**src/hw/rtl/tmt_sqrt_cell.sv**
```systemverilog
// ----------------------------------------------------------------------------
// Square root cell
// One digit step of a restoring integer square root, registered.
// ----------------------------------------------------------------------------
`default_nettype none

module tmt_sqrt_cell #(
	parameter int RW = 33,
	parameter int PW = 1
) (
	input  logic            clk,
	input  logic            arst_n,
	input  logic            en,
	input  logic            vld_in,
	input  logic [2*RW-1:0] x_in,
	input  logic [RW:0]     rem_in,
	input  logic [RW-1:0]   root_in,
	input  logic [PW-1:0]   pay_in,
	output logic            vld_s1,
	output logic [2*RW-1:0] x_s1,
	output logic [RW:0]     rem_s1,
	output logic [RW-1:0]   root_s1,
	output logic [PW-1:0]   pay_s1
);

	logic [RW+2:0] cand;
	logic [RW+2:0] trial;
	logic [RW+2:0] diff;
	logic          ge;

	// The next two radicand bits join the partial remainder; the trial
	// subtrahend is four times the root so far plus one.
	assign cand  = {rem_in, x_in[2*RW-1 -: 2]};
	assign trial = {1'b0, root_in, 2'b01};
	assign ge    = cand >= trial;
	assign diff  = cand - trial;

	always_ff @(posedge clk or negedge arst_n) begin
		if (!arst_n) begin
			vld_s1 <= 1'b0;
		end else if (en) begin
			vld_s1 <= vld_in;
		end
	end

	always_ff @(posedge clk) begin
		if (en) begin
			x_s1    <= {x_in[2*RW-3:0], 2'b00};
			rem_s1  <= ge ? diff[RW:0] : cand[RW:0];
			root_s1 <= {root_in[RW-2:0], ge};
			pay_s1  <= pay_in;
		end
	end

endmodule

`default_nettype wire

```
**config.mk**
```make
export PLATFORM = sky130hd
export DESIGN_NAME = tmt_sqrt_cell
export DESIGN_NICKNAME = d
export VERILOG_FILES = /design/src/hw/rtl/tmt_sqrt_cell.sv
export SDC_FILE = /design/constraint.sdc
export NUM_CORES = 1
export LEC_CHECK = 0
export BUFFER_PORTS_ARGS = -buffer_cell sky130_fd_sc_hd__buf_2
export CAP_MARGIN = 20
export CORE_AREA = 2 2 115 117
export DETAILED_ROUTE_END_ITERATION = 6
export DIE_AREA = 0 0 117 119
export PLACE_DENSITY_LB_ADDON = 0.1
export SLEW_MARGIN = 20
export SYNTH_ARGS = -nofsm -noshare
export SYNTH_HDL_FRONTEND = slang
export SYNTH_SLANG_ARGS = --single-unit
```
**constraint.sdc**
```tcl
create_clock -name clk -period 1.6 [get_ports clk]
set_input_delay 0 -clock clk [delete_from_list [all_inputs] [get_ports clk]]
set_output_delay 0 -clock clk [all_outputs]
set_load 0.01 [all_outputs]
```
==> summary.txt, run 1 <==
STA
  • TNS Setup: -21.66 ns
  • Unrepaired setup endpoints after global routing: yes
  • Final WS setup: -0.8547 ns
  • Minimum clock period: 2.455 ns
  • Relative slew slack: 51.88%
  • Clock skew: 0 ns
  • Max frequency: 0.4074 GHz
  • Final hold viol count: 10
  • Worst hold slack: -0.01414 ns
  • Final Cycle Share: 153.4%
  • Worst slew pin tran: 0.7142 ns
  • Final setup violating endpoints: 35
  • Slew Limit Fails: 0

Synthesis
  • Synthesized area per cell: 12.39 µm²
  • EDFF count, synth: 132
  • Synth Flop Type: edfxtp_1
  • Yosys cell types: 60
  • Synth area leader: edfxtp_1
  • Seq/Total Area, Yosys: 61.81%
  • Async SR Flop Fraction: 0.7519%
  • Synth Register Bits: 133
  • Ys Warns: 0
  • Synth top area share: 61.42%
  • Cells after Synth: 521
  • Ranking of synthesized cells by area: edfxtp_1 (61%), ha_1 (6.8%), inv_1 (2.7%), nand2_1 (2.7%), o21ai_0 (2.5%)
  • Post-Syn Area: 6454 µm²

Worst setup path
  • Critical Setup Path Class: input pin to flip-flop
  • Crit end category: flip-flop
  • Worst setup SP type: input pin
  • R2r setup slk: 0.81 ns
  • Arrival time at the worst endpoint: 2.63 ns
  • Crit-path max FO: 15
  • Critical Path, Cell by Cell: buf_2 -> inv_1 -> ha_1 -> nor2_1 -> nor2_2 -> o41ai_4 -> buf_4 -> a21oi_4 -> o21ai_2 -> a22o_4 -> buf_6 -> o21ai_0
  • Worst R2R Start: vld_s1$_DFFE_PN0P_
  • FF-to-FF path depth: 1
  • Worst Setup EP: rem_s1[3]$_DFFE_PP_
  • CP startpoint: root_in[9]
  • Slowest CP cell: o21ai_0
  • R2R Path End: vld_s1$_DFFE_PN0P_
  • Slowest stage delay, CP: 0.46 ns
  • Critical Path RT: 1.78 ns

Die
  • I/O pin cnt: 273
  • Rows: 42
  • Die area: 13920 µm²
  • Die Width: 117 µm
  • Die Ht: 119 µm
  • Initial Util: 50.13%
  • Core Box Area: 12870 µm²

Global route
  • Total grt overflow: 0
  • All-Layer GR Usage: 44.04%
  • Pin count of the biggest net entering global routing: 42
  • Vias in the first global route: 7717
  • Antenna violations before repair: 4
  • Wire length of the first global-routing pass: 45010 µm

Clock network
  • Clock Path Buffers: 2
  • Clk_lat worst skew: 0.44 ns
  • Clock slew at reported path FFs: 0.07 ns
  • CTS sink cnt: 133
  • H-tree levels: 4
  • TritonCTS Buffers: 17
  • CTS tree: built
  • Clock root buffer master: clkbuf_16

Cells and area
  • Storage cell area: 3989 µm²
  • Final std cells w/o fill: 1265
  • Commonest cells after routing, fill and taps aside: buf_2 (254), buf_4 (136), edfxtp_1 (132)
  • Synth-to-Final Area Change: 81.89%
  • Area of the multi-input gates: 2813 µm²
  • Most common cell after layout, fill and taps aside: buf_2
  • Util after Layout: 91.18%
  • Final net count: 1245
  • Layout cells sized above 1: 50.97%
  • Number of fill cells: 460
  • Cell area after layout: 11740 µm²

Detailed routing
  • DRT Wirelength: 36180 µm
  • 1st-iter DRT viols: 1649
  • Post-DR vias/cell: 6.429
  • DRT Pass-1 Iters: 7
  • WL/cell: 28.60 µm
  • Vias: 8133
  • Antenna-violating nets left: 0
  • Number of remaining DRC errors: 104

Status
  • Failing checks: design-rule violations, negative hold slack, negative setup slack
  • Status: complete, but fails checks

Min path
  • Worst hold path class: input pin to flip-flop
  • HP Start: en

Place
  • Placed Area: 9079 µm²
  • Post-Place Worst Slack: -0.9418 ns
  • Placed cell count: 1076
  • Placer Congestion: 0.8666
  • Detailed Place HPWL: 13860 µm
  • PortBufs: 270

Job
  • # Max-Cap Violations: 0

Power
  • Leakage: 0.005284 µW
  • Pwr per Cell Area: 1013 nW/µm²
  • Worst IR drop on VDD: 0.0009826 V
-- worst min-delay path by stage --
| stage | endpoint | slack (ns) | cells past startpoint |
|---|---|---|---|
| 4_1_cts | rem_s1[0]$_DFFE_PP_ | 0.0002 | 3 |
| 3_3_place_gp | vld_s1$_DFFE_PN0P_ | -0.23 | 1 |
| 2_1_floorplan | vld_s1$_DFFE_PN0P_ | -0.30 | 0 |
| 6_report | root_s1[32]$_DFFE_PP_ | -0.01 | 1 |
| 3_5_place_dp | vld_s1$_DFFE_PN0P_ | -0.22 | 1 |
| 5_1_grt | root_s1[32]$_DFFE_PP_ | 0.006 | 1 |
-- synthesized netlist by cell type (all sizes together) (2+ instances only) --
| library cell | n |
|---|---|
| o21bai | 9 |
| a41oi | 2 |
| and3 | 8 |
| nor2b | 3 |
| nor3 | 12 |
| ha | 35 |
| a22o | 2 |
| a21boi | 4 |
| and4 | 3 |
| o21ai | 36 |
| a21oi | 29 |
| clkbuf | 9 |
| nand3 | 5 |
| nor2 | 21 |
| a221oi | 2 |
| edfxtp | 132 |
| mux2 | 2 |
| nand4 | 7 |
| xnor2 | 13 |
| or3 | 3 |
| o211a | 2 |
| o21a | 8 |
| o211ai | 5 |
| a31o | 4 |
| a21o | 18 |
| o31ai | 9 |
| nand2 | 47 |
| and2 | 4 |
| xor2 | 7 |
| nand2b | 6 |
| inv | 48 |
| a31oi | 2 |
| buf | 7 |
-- area by class of cell --
class / instances / area share (%)
Antenna cell: 4 / 0.08527
Clock buffer: 17 / 3.624
Clock inverter: 15 / 1.183
Inverter: 48 / 1.748
Multi-Input combinational cell: 326 / 23.96
Sequential cell: 133 / 33.98
Tap cell: 176 / 1.876
Timing Repair Buffer: 546 / 33.54
-- cell families (layout without fill, tap and decap cells) --
kind of cell	count (synthesis)	after routing	share of synthesized area, %
other cells	1	6	0.05811
simple gates	124	124	9.384
buf+inv	64	626	4.071
xor+xnor	20	20	2.714
mux	3	3	0.5041
flops	133	133	61.81
compound gates	141	142	14.68
fa+ha+maj	35	35	6.786
-- timing repair --
item | 4_1_cts | 5_1_grt
gates cloned | 1 | 0
resized for setup | 83 | 81
endpoints found under the setup margin | 35 | 35
setup buffers | 13 | 9
pin swaps | 24 | 22
hold buffers | 129 | 1
hold endpoints to repair | 128 | 1
-- through the flow --
step	hold WS, ns	total power [µW]
floorplan	-0.2956	5500
CTS	0.0002305	10810
detailed placement	-0.2247	6650
global route	0.005556	12070
finish	-0.01414	11890
global placement	-0.2252	6607
-- where the power goes --
part	switching [µW]	total [µW]	internal (µW)
clock network	1950	4000	2050
registers	173	4430	4260
logic	1890	3450	1560
total	4020	11900	7870
-- routing by layer --
| layer | GRT usage [%] | up-vias | part of all wire (%) | routed length, µm |
|---|---|---|---|---|
| li1 | - | 3056 | - | - |
| met1 | 50.39 | 3679 | 31 | 11310 |
| met2 | 69.18 | 994 | 42 | 15280 |
| met3 | 15.83 | 400 | 16 | 5803 |
| met4 | 28.16 | 4 | 10 | 3712 |
| met5 | 0 | - | 0.20 | 73 |
-- worst max-delay path: cells and delay by family --
family / cells / cell delay (ns)
AND/OR/NAND/NOR: 2 / 0.47
buffers and inverters: 4 / 0.53
AO/OA/AOI/OAI: 5 / 1.23
adder cells (fa/ha/maj): 1 / 0.39
-- flip-flops by register name (all words and copies together), names as in the netlist --
register and cells:
pay_s1 1, rem_s1 34, root_s1 33, vld_s1 1, x_s1 64
Note: power is estimated with default switching activity, not from simulation.
==> inputs of run 2 (changes only) <==
- CAP_MARGIN: 20 -> default
- HOLD_SLACK_MARGIN: default -> 0.08
- PLACE_DENSITY: default -> 0.85
- PLACE_DENSITY_LB_ADDON: 0.1 -> default
==> run 2 against run 1 <==
Compared with the run above: synthesized area unchanged; the run now fails in global routing; synthesized cell count did not move.
==> summary.txt, run 2 <==
Status
  • Status: aborted with a tool error
  • Fail Step: global routing
  • Err: [ERROR GRT-0232] Routing congestion too high. Check the congestion heatmap in the GUI.

Synthesis
  • Yosys cell types: 60 (unchanged)
  • Post-synth top cells: edfxtp_1 (132), inv_1 (47), nand2_1 (47)
  • Synth Flop Type: edfxtp_1
  • Top-count cell post-synth: edfxtp_1
  • Ranking of synthesized cells by area: edfxtp_1 (61%), ha_1 (6.8%), inv_1 (2.7%), nand2_1 (2.7%), o21ai_0 (2.5%)
  • EDFF count, synth: 132 (unchanged)
  • Ys Warns: 0 (unchanged)
  • Synth area leader: edfxtp_1
  • Synthesized area per cell: 12.39 µm² (unchanged)
  • Cells after Synth: 521 (unchanged)
  • Seq/Total Area, Yosys: 61.81% (unchanged)
  • Async SR Flop Fraction: 0.7519% (unchanged)
  • Synth top area share: 61.42% (unchanged)
  • Synth Register Bits: 133 (unchanged)
  • Post-Syn Area: 6454 µm² (unchanged)

Die
  • Rows: 42 (unchanged)
  • I/O pin cnt: 273 (unchanged)
  • Die Width: 117 µm (unchanged)
  • Die Ht: 119 µm (unchanged)
  • Initial Util: 50.13% (unchanged)

Place
  • Placed cell count: 1081 (+0.46%)
  • Placer Congestion: 0.9210 (+6.3%)
  • PortBufs: 270 (unchanged)
  • Detailed Place HPWL: 15200 µm (+9.7%)

Clock network
  • Clock root buffer master: clkbuf_16
  • TritonCTS Buffers: 17 (unchanged)
  • H-tree levels: 4 (unchanged)
  • CTS sink cnt: 133 (unchanged)
  • Clock Path Buffers: 2 (unchanged)

Global route
  • Pin count of the biggest net entering global routing: 39
  • Total grt overflow: 2
  • All-Layer GR Usage: 75.37%

STA
  • Crit. endpoint post-GRT repair: rem_s1[30]$_DFFE_PP_/D
  • Worst EP Category: register data pin
run 2: cell counts after synthesis:
Identical to the previous run, type by type.
run 2: cells by family after synthesis:
| kind of cell | count (synthesis) | share of synthesized area (%) |
|---|---|---|
| compound gates | 141 | 14.68 |
| flops | 133 | 61.81 |
| simple gates | 124 | 9.384 |
| buf+inv | 64 | 4.071 |
| fa+ha+maj | 35 | 6.786 |
| xor+xnor | 20 | 2.714 |
| mux | 3 | 0.5041 |
| other cells | 1 | 0.05811 |
run 2: what timing repair did:
item / 4_1_cts
endpoints found under the setup margin: 35
setup buffers: 8
gates resized for setup: 120
cloned: 5
hold endpoints to repair: 158
hold buffers: 134
pin swaps: 48
run 2: per-stage QoR:
stage          setup WS [ns]  util, %  cell area, µm²
2_1_floorplan        -0.5832        -            6648
3_3_place_gp         -0.8637    70.71            9104
3_5_place_dp         -0.9403    70.71            9104
4_1_cts              -0.3182    90.59           11660
run 2: per-layer routing:
layer,track usage [%],GRT overflow
met4,72.94,1
met1,75.85,0
met5,18.04,0
met3,64.22,0
met2,89.27,1
==> inputs of run 3 (changes only) <==
- CORE_AREA: 2 2 115 117 -> 2 2 131 133
- DIE_AREA: 0 0 117 119 -> 0 0 133 135
- HOLD_SLACK_MARGIN: 0.08 -> default
- PLACE_DENSITY: 0.85 -> default
- PLACE_DENSITY_LB_ADDON: default -> 0.15
==> run 3 against run 2 <==
Compared with the run above: the flow now finishes, with violations (negative setup slack).
==> summary.txt, run 3 (synthesis results as in run 1) <==
Place
  • Placed Area: 9169 µm² (+0.71%)
  • PortBufs: 270 (unchanged)
  • Detailed Place HPWL: 14690 µm (-3.4%)
  • Placer Congestion: 0.8539 (-7.3%)

Detailed routing
  • DRT Wirelength: 23020 µm
  • Post-DR vias/cell: 4.836
  • Antenna-violating nets left: 0
  • DRT Pass-1 Iters: 5
  • Number of remaining DRC errors: 0
  • WL/cell: 17.48 µm
  • 1st-iter DRT viols: 321
  • Vias: 6369

Worst setup path
  • Critical Path RT: 1.77 ns
  • Critical Setup Path Class: input pin to flip-flop
  • Crit-path max FO: 4
  • Slowest CP cell: a32o_1
  • Worst R2R Start: vld_s1$_DFFE_PN0P_
  • R2R Path End: vld_s1$_DFFE_PN0P_
  • Slowest stage delay, CP: 0.29 ns
  • Crit end category: flip-flop
  • R2r setup slk: 0.86 ns
  • Buf/Inv on CP: 3
  • Arrival time at the worst endpoint: 2.18 ns
  • Crit-path leading delay family: compound AO/OA/AOI/OAI gates
  • Worst setup SP type: input pin
  • FF-to-FF path depth: 1
  • Critical Path, Cell by Cell: buf_6 -> ha_4 -> buf_4 -> and4_4 -> nand4_1 -> a31o_2 -> a21oi_4 -> o21a_1 -> buf_6 -> o21a_1 -> o2111ai_1 -> a32o_1

Cells and area
  • Layout cells sized above 1: 53.69%
  • Number of fill cells: 1077
  • Number of flip-flops in the largest register: 64
  • Most common cell after layout, fill and taps aside: buf_2
  • Cell area after layout: 12170 µm²
  • Diode count: 0
  • Top Registers: x_s1 x64, rem_s1 x34, root_s1 x33
  • Final net count: 1257
  • Most flop-heavy register: x_s1
  • Commonest cells after routing, fill and taps aside: buf_2 (249), buf_4 (137), edfxtp_1 (132)
  • Synth-to-Final Area Change: 88.58%

Min path
  • Worst hold path class: input pin to flip-flop
  • WHS Path Cells: 4
  • Hold path endpoint: rem_s1[13]$_DFFE_PP_
  • HP Start: rem_in[11]

Die
  • Rows: 47 (+12%)
  • Die Ht: 135 µm (+13%)
  • Die area: 17960 µm²
  • Die Width: 133 µm (+14%)
  • I/O pin cnt: 273 (unchanged)
  • Initial Util: 39.34% (-11 points)
  • Core Box Area: 16410 µm²

Clock network
  • TritonCTS Buffers: 17 (unchanged)
  • CTS tree: built
  • CTS sink cnt: 133 (unchanged)
  • Clock Path Buffers: 2 (unchanged)
  • H-tree levels: 4 (unchanged)
  • Clock root buffer master: clkbuf_16
  • Clk_lat worst skew: 0.42 ns
  • Clock slew at reported path FFs: 0.06 ns

STA
  • Max frequency: 0.4967 GHz
  • Final setup violating endpoints: 35
  • Final Cycle Share: 125.8%
  • TNS Setup: -9.941 ns
  • Relative slew slack: 52.41%
  • Worst hold slack: 0.007592 ns
  • Clock skew: 0 ns
  • Final WS setup: -0.4133 ns
  • Minimum clock period: 2.013 ns
  • Final hold viol count: 0
  • Worst slew pin tran: 0.7063 ns
  • Slew Limit Fails: 0
  • Unrepaired setup endpoints after global routing: yes

Power
  • Worst IR drop on VDD: 0.0006945 V
  • Leakage: 0.005440 µW
  • Pwr per Cell Area: 924.3 nW/µm²

Global route
  • Wire length of the first global-routing pass: 34390 µm
  • All-Layer GR Usage: 24.51%
  • Antenna violations before repair: 0
  • Vias in the first global route: 6706
  • Pin count of the biggest net entering global routing: 43
  • Total grt overflow: 0

Status
  • Failing checks: negative setup slack
  • Status: complete, but fails checks

Job
  • # Max-Cap Violations: 0
-- run 3: layout make-up --
| type | instances | area, µm² | area share (%) |
|---|---|---|---|
| Timing Repair Buffer | 557 | 4143 | 34.04 |
| Clock inverter | 15 | 133.9 | 1.100 |
| Tap cell | 220 | 275.3 | 2.262 |
| Clock buffer | 17 | 425.4 | 3.495 |
| Multi-Input combinational cell | 327 | 2984 | 24.52 |
| Inverter | 48 | 220.2 | 1.809 |
| Sequential cell | 133 | 3989 | 32.77 |
-- run 3: worst max path at each step --
stage / start / end / cells after the start
2_1_floorplan: root_in[15] / rem_s1[29]$_DFFE_PP_ / 13
3_3_place_gp: root_in[6] / rem_s1[33]$_DFFE_PP_ / 12
3_5_place_dp: root_in[6] / rem_s1[33]$_DFFE_PP_ / 12
4_1_cts: root_in[7] / rem_s1[30]$_DFFE_PP_ / 13
5_1_grt: root_in[7] / rem_s1[30]$_DFFE_PP_ / 13
6_report: rem_in[7] / rem_s1[30]$_DFFE_PP_ / 12
-- run 3: power breakdown --
group          internal (µW)  switching, µW  leakage, µW
clock                   2050           1690     0.000271
sequential              4250           95.7      0.00130
combinational           1670           1500      0.00387
total                   7970           3280      0.00544
-- run 3: timing repair --
action,CTS,global route
setup buffers,10,13
pin swaps,44,57
resized for setup,107,110
endpoints found under the hold margin,129,2
hold buffers,128,2
setup endpoints to repair,35,35
gates cloned,4,1
-- run 3: metal layers --
| layer | track usage (%) | wire length (µm) | up-vias |
|---|---|---|---|
| met2 | 45.65 | 12530 | 218 |
| li1 | - | - | 3082 |
| met1 | 28.24 | 8877 | 3047 |
| met5 | 0 | 0 | - |
| met4 | 5.914 | 228 | 0 |
| met3 | 6.194 | 1386 | 22 |
-- run 3: per-stage QoR --
step,worst slack [ns],instances,util [%],power (µW)
finish,-0.4133,1317,74.18,11250
global route,-0.4665,1317,74.18,11690
CTS,-0.3541,1302,70.48,10950
detailed placement,-0.9992,1128,55.88,6676
global placement,-0.9307,1128,55.88,6656
floorplan,-0.5832,522,-,5500
